--- config.mk ---
export PLATFORM = sky130hd
export DESIGN_NAME = s16c_ram
export DESIGN_NICKNAME = d
export VERILOG_FILES = /design/src/design/s16c_ram.sv
export SDC_FILE = /design/constraint.sdc
export NUM_CORES = 2
export LEC_CHECK = 0
export BUFFER_PORTS_ARGS = -buffer_cell sky130_fd_sc_hd__buf_2
export CORE_ASPECT_RATIO = 1.5
export CORE_MARGIN = 2
export CORE_UTILIZATION = 50
export DETAILED_ROUTE_END_ITERATION = 12
export PLACE_DENSITY_LB_ADDON = 0.25
export SLEW_MARGIN = 20
export SYNTH_ARGS = -nofsm -noshare
export SYNTH_HDL_FRONTEND = slang
export SYNTH_SLANG_ARGS = --single-unit
--- constraint.sdc ---
create_clock -name clk_i -period 6.8 [get_ports clk_i]
set_clock_uncertainty 0.1 [all_clocks]
set_input_delay 1.02 -clock clk_i [delete_from_list [all_inputs] [get_ports clk_i]]
set_output_delay 1.02 -clock clk_i [all_outputs]
set_load 0.05 [all_outputs]
--- src/design/s16c_ram.sv ---
module s16c_ram #(
  parameter int unsigned WIDTH = 8,
  parameter int unsigned DEPTH = 256
) (
  input  logic                     clk_i,
  input  logic                     we_i,
  input  logic [$clog2(DEPTH)-1:0] waddr_i,
  input  logic [WIDTH-1:0]         wdata_i,
  input  logic [$clog2(DEPTH)-1:0] raddr_i,
  output logic [WIDTH-1:0]         rdata_o
);

  logic [WIDTH-1:0] mem_q [DEPTH];
  logic [WIDTH-1:0] rdata_q;

  always_ff @(posedge clk_i) begin
    if (we_i) begin
      mem_q[waddr_i] <= wdata_i;
    end
    rdata_q <= mem_q[raddr_i];
  end

  assign rdata_o = rdata_q;

endmodule

======== Yosys cells after proc, flatten, opt, wreduce, memory -nomap -nowiden ========
Memories as Yosys holds them, arrays and structs flattened. A register that Yosys moved wholly into a read port is not among the register bits.
Cells that the tools add are included.
storage, ports and cells
  register bits after elaboration ......... 0
  memory bits (writable) .................. 2048
  bits of input ports ..................... 26
  output and inout port bits .............. 8
  memories kept ........................... 1
operators by class
  mux-type cells .......................... 2
memories
  name   words  width  read ports  clocked after memory_dff  write ports  RTL line  RTL
  mem_q  256    8      1           1                         1            13        logic [WIDTH-1:0] mem_q [DEPTH];
operator list
  cell     count
  $mux W1  2

======== Logic depth before layout (Yosys ltp) ========
  depth after elaboration ................. 2
  gate-level depth with buffers ........... 11
  gate-level depth less buffers ........... 6

======== Worst setup path after synthesis ========
No wires, ideal clock.
  path type ............................... input to register
  start ................................... input port raddr_i[0]
  end ..................................... register rdata_q[2], in the netlist rdata_o[2] (read register of mem_q)
  setup time .............................. 0.131 ns
  arrival ................................. 2.827 ns
  data required time ...................... 6.569 ns
  slack ................................... 3.742 ns
  stages on the path ...................... 9
  buffers on the path ..................... 4
  path through ............................ buf_6 > buf_12 > buf_8 > buf_2 > mux4_2 > a22oi_1 > a21oi_1 > nor4_1 > nor4_2
RTL lines
  what                RTL line  RTL
  start: declaration  9         input logic [$clog2(DEPTH)-1:0] raddr_i,
  end: declaration    14        logic [WIDTH-1:0] rdata_q;

==> flow_summary.json <==
{
  "syn_area_sq_um": 79560,
  "start_util_pct": 50.24,
  "cp_slowest_cell": "nor4_2",
  "use_met3_pct": 4.408,
  "hpwl_um": 120100,
  "cts_tree": "done",
  "finalHoldViolCount": 0,
  "end_kind": "flop",
  "nets": 3834,
  "status": "finished clean",
  "synth-edff-count": 2048,
  "avgSynthCellArea_sq_um": 21.31,
  "fin_crit_sh_pct": 60.53,
  "netlist_top_cells_area": "edfxtp_1 (77%), mux4_2 (13%), mux2i_1 (1.7%)",
  "synth_seq_cells": 2056,
  "use_met1_pct": 31.03,
  "ys_async_sr_fraction_pct": 0,
  "max_freq_ghz": 0.2430,
  "vias_per_cell": 6.312,
  "cts-resized-gates": 0,
  "met2_usage_pct": 41.96,
  "period_minus_slack_ps": 4116,
  "path_cells": "buf_8 > buf_4 > mux4_2 > mux4_2 > nor2b_1 > nor4_2 > buf_4 > nor4_2",
  "wl_per_cell_um": 32.38,
  "ant_nets": 0,
  "ff_latch_area_sq_um": 61660,
  "synth.largest_area_cell": "edfxtp_1",
  "hp-class": "in -> reg",
  "ctsHoldBuffers": 0,
  "cts_buffers": 182,
  "fp.dieW_um": 329.7,
  "clkTransAtPathRegs_ps": 60,
  "first_global_vias": 38848,
  "tightestPinTransition_ps": 1168,
  "cp_num_buf_inv": 3,
  "cap_violations": 0,
  "track_usage_pct": 24.41,
  "grt_max_degree": 209,
  "fill_cells": 11574,
  "pin_count": 34,
  "clk-insertion-delay-late_ps": 820,
  "start_kind": "primary input",
  "drc_errors": 0,
  "core_sq_um": 158300,
  "rsz0062_at_grt": "false",
  "relSlewSlack_pct": 21.41,
  "portBuffers": 33,
  "multi_input_area_sq_um": 16550,
  "grt_pass1_wl_um": 281400,
  "synthesis.nets": 3759,
  "drive_above_1_share_pct": 21.74,
  "crit_path_max_fanout": 62,
  "grt_overflow_total": 0,
  "ys_warn_count": 0,
  "die-area_sq_um": 162400,
  "criticalPathCategory": "in -> reg",
  "finalSetupViolations": 0,
  "p_per_area_nw_per_um2": 290.3,
  "grt_antenna_before_repair": 15,
  "critical-path-top-delay-family": "buffers and inverters",
  "core.rowCount": 179,
  "gp_congestion": 0.8431,
  "drt_first_pass_iters": 5,
  "synth_flop_cell": "edfxtp_1",
  "vias": 38161,
  "dp_slack_ps": 1763,
  "yosysSeqAreaShare_pct": 77.50,
  "die_y_um": 492.5,
  "synth_cell_type_count": 55,
  "routed_wl_um": 195800,
  "postCtsSetupBuffers": 0,
  "yosys.area.top_type_share_pct": 77.30,
  "p_leak_uw": 0.02683,
  "htree_levels": 4,
  "worstPathArrival_ps": 4660,
  "syn2layout_area_growth_pct": 10.45,
  "slew_violations": 0,
  "first_iter_violations": 4226,
  "peakVddDrop_v": 0.0003197,
  "fin_tns_setup_ps": 0,
  "clock_sinks": 2056,
  "clock_path_buffers": 3,
  "cp_slowest_stage_delay_ps": 750,
  "required_ps": 7350,
  "synthCells": 3733,
  "clock-root-buffer": "clkbuf_16",
  "setup_ws_ps": 2684,
  "busiest_layer": "met2"
}
logic make-up after synthesis:
family | share of synthesized area, %
AND/OR/NAND/NOR | 2.628
multiplexers | 14.62
buffers and inverters | 1.831
AO/OA/AOI/OAI | 3.419
flip-flops | 77.50
metal layers:
layer / vias up / part of all wire, %
li1: 15833 / -
met1: 20375 / 36
met2: 1574 / 52
met3: 365 / 7.0
met4: 14 / 4.1
met5: - / 0.049
where the power goes:
group,switching [uW],internal (uW)
Combinational,859,416
Sequential,26.3,14000
Clock,4510,5730
Yosys cell counts (all sizes together) (6+ instances only):
cell and number:
a211oi 16, a21oi 96, nand2 33, clkbuf 111
o21ai 12, nor2b 31, a22oi 133, edfxtp 2048
dfxtp 8, buf 122, nand2b 8, mux4 456
o221ai 47, nand4 10, and2 6, o22ai 28
o211ai 10, a22o 8, a221oi 14, mux2i 134
nand3 34, nor2 282, nor4 27, nor3 22
per-stage QoR:
stage / instance area, sq um / utilization, % / power (uW) / hold slack (ps) / instances
6_report: 87870 / 55.50 / 25510 / 510.3 / 6046
5_1_grt: 87870 / 55.50 / 26150 / 483.9 / 6046
4_1_cts: 87840 / 55.47 / 25650 / 459.2 / 6041
3_5_place_dp: 81950 / 51.75 / 15550 / 934.8 / 5704
3_3_place_gp: 81870 / 51.70 / 15530 / 876.9 / 5700
2_1_floorplan: 79560 / - / 14960 / 669.9 / 3733
state kept, by name, indices dropped and copies added, names as in the netlist:
signal / count
mem_q: 2048
rdata_o: 8
layout make-up:
type                       instances  area share (%)
timing repair buffer             124           1.319
inverter                           2        0.008543
clock inverter                   107           1.109
multi-input combinational       1442           18.83
sequential                      2056           70.17
antenna                            4         0.01139
clock buffer                     230           5.590
tap                             2081           2.963
path summary, 6_finish.rpt:
kind                                start                 endpoint  slack (ps)  cells after the start
setup reg to reg  mem_q[209][5]$_DFFE_PP_       rdata_o[5]$_DFF_P_        3720                      6
setup / recovery               raddr_i[0]       rdata_o[2]$_DFF_P_        2680                      8
hold reg to reg    mem_q[23][0]$_DFFE_PP_       rdata_o[0]$_DFF_P_         970                      5
hold / removal                 wdata_i[7]  mem_q[144][7]$_DFFE_PP_         510                      1
placed cells by master (no fill, tap or decap), drive strengths merged, types with 5 or more instances in the layout:
| master | synthesis | routed |
|---|---|---|
| o22ai | 28 | 28 |
| buf | 122 | 121 |
| a21oi | 96 | 96 |
| nor2 | 282 | 282 |
| nor4 | 27 | 27 |
| nand4 | 10 | 10 |
| a22oi | 133 | 133 |
| a22o | 8 | 8 |
| inv | 1 | 11 |
| clkinv | 1 | 76 |
| mux2i | 134 | 134 |
| nand2b | 8 | 8 |
| nand2 | 33 | 33 |
| and2 | 6 | 6 |
| o221ai | 47 | 47 |
| dfxtp | 8 | 8 |
| edfxtp | 2048 | 2048 |
| a2111oi | 5 | 5 |
| o211ai | 10 | 10 |
| o21ai | 12 | 12 |
| bufinv | 0 | 16 |
| nand3 | 34 | 34 |
| clkbuf | 111 | 233 |
| o32ai | 5 | 5 |
| a221oi | 14 | 14 |
| o22a | 5 | 5 |
| mux4 | 456 | 456 |
| nor2b | 31 | 31 |
| clkinvlp | 0 | 6 |
| nor3 | 22 | 22 |
| a211oi | 16 | 16 |
Note: power is estimated with default switching activity, not from simulation.
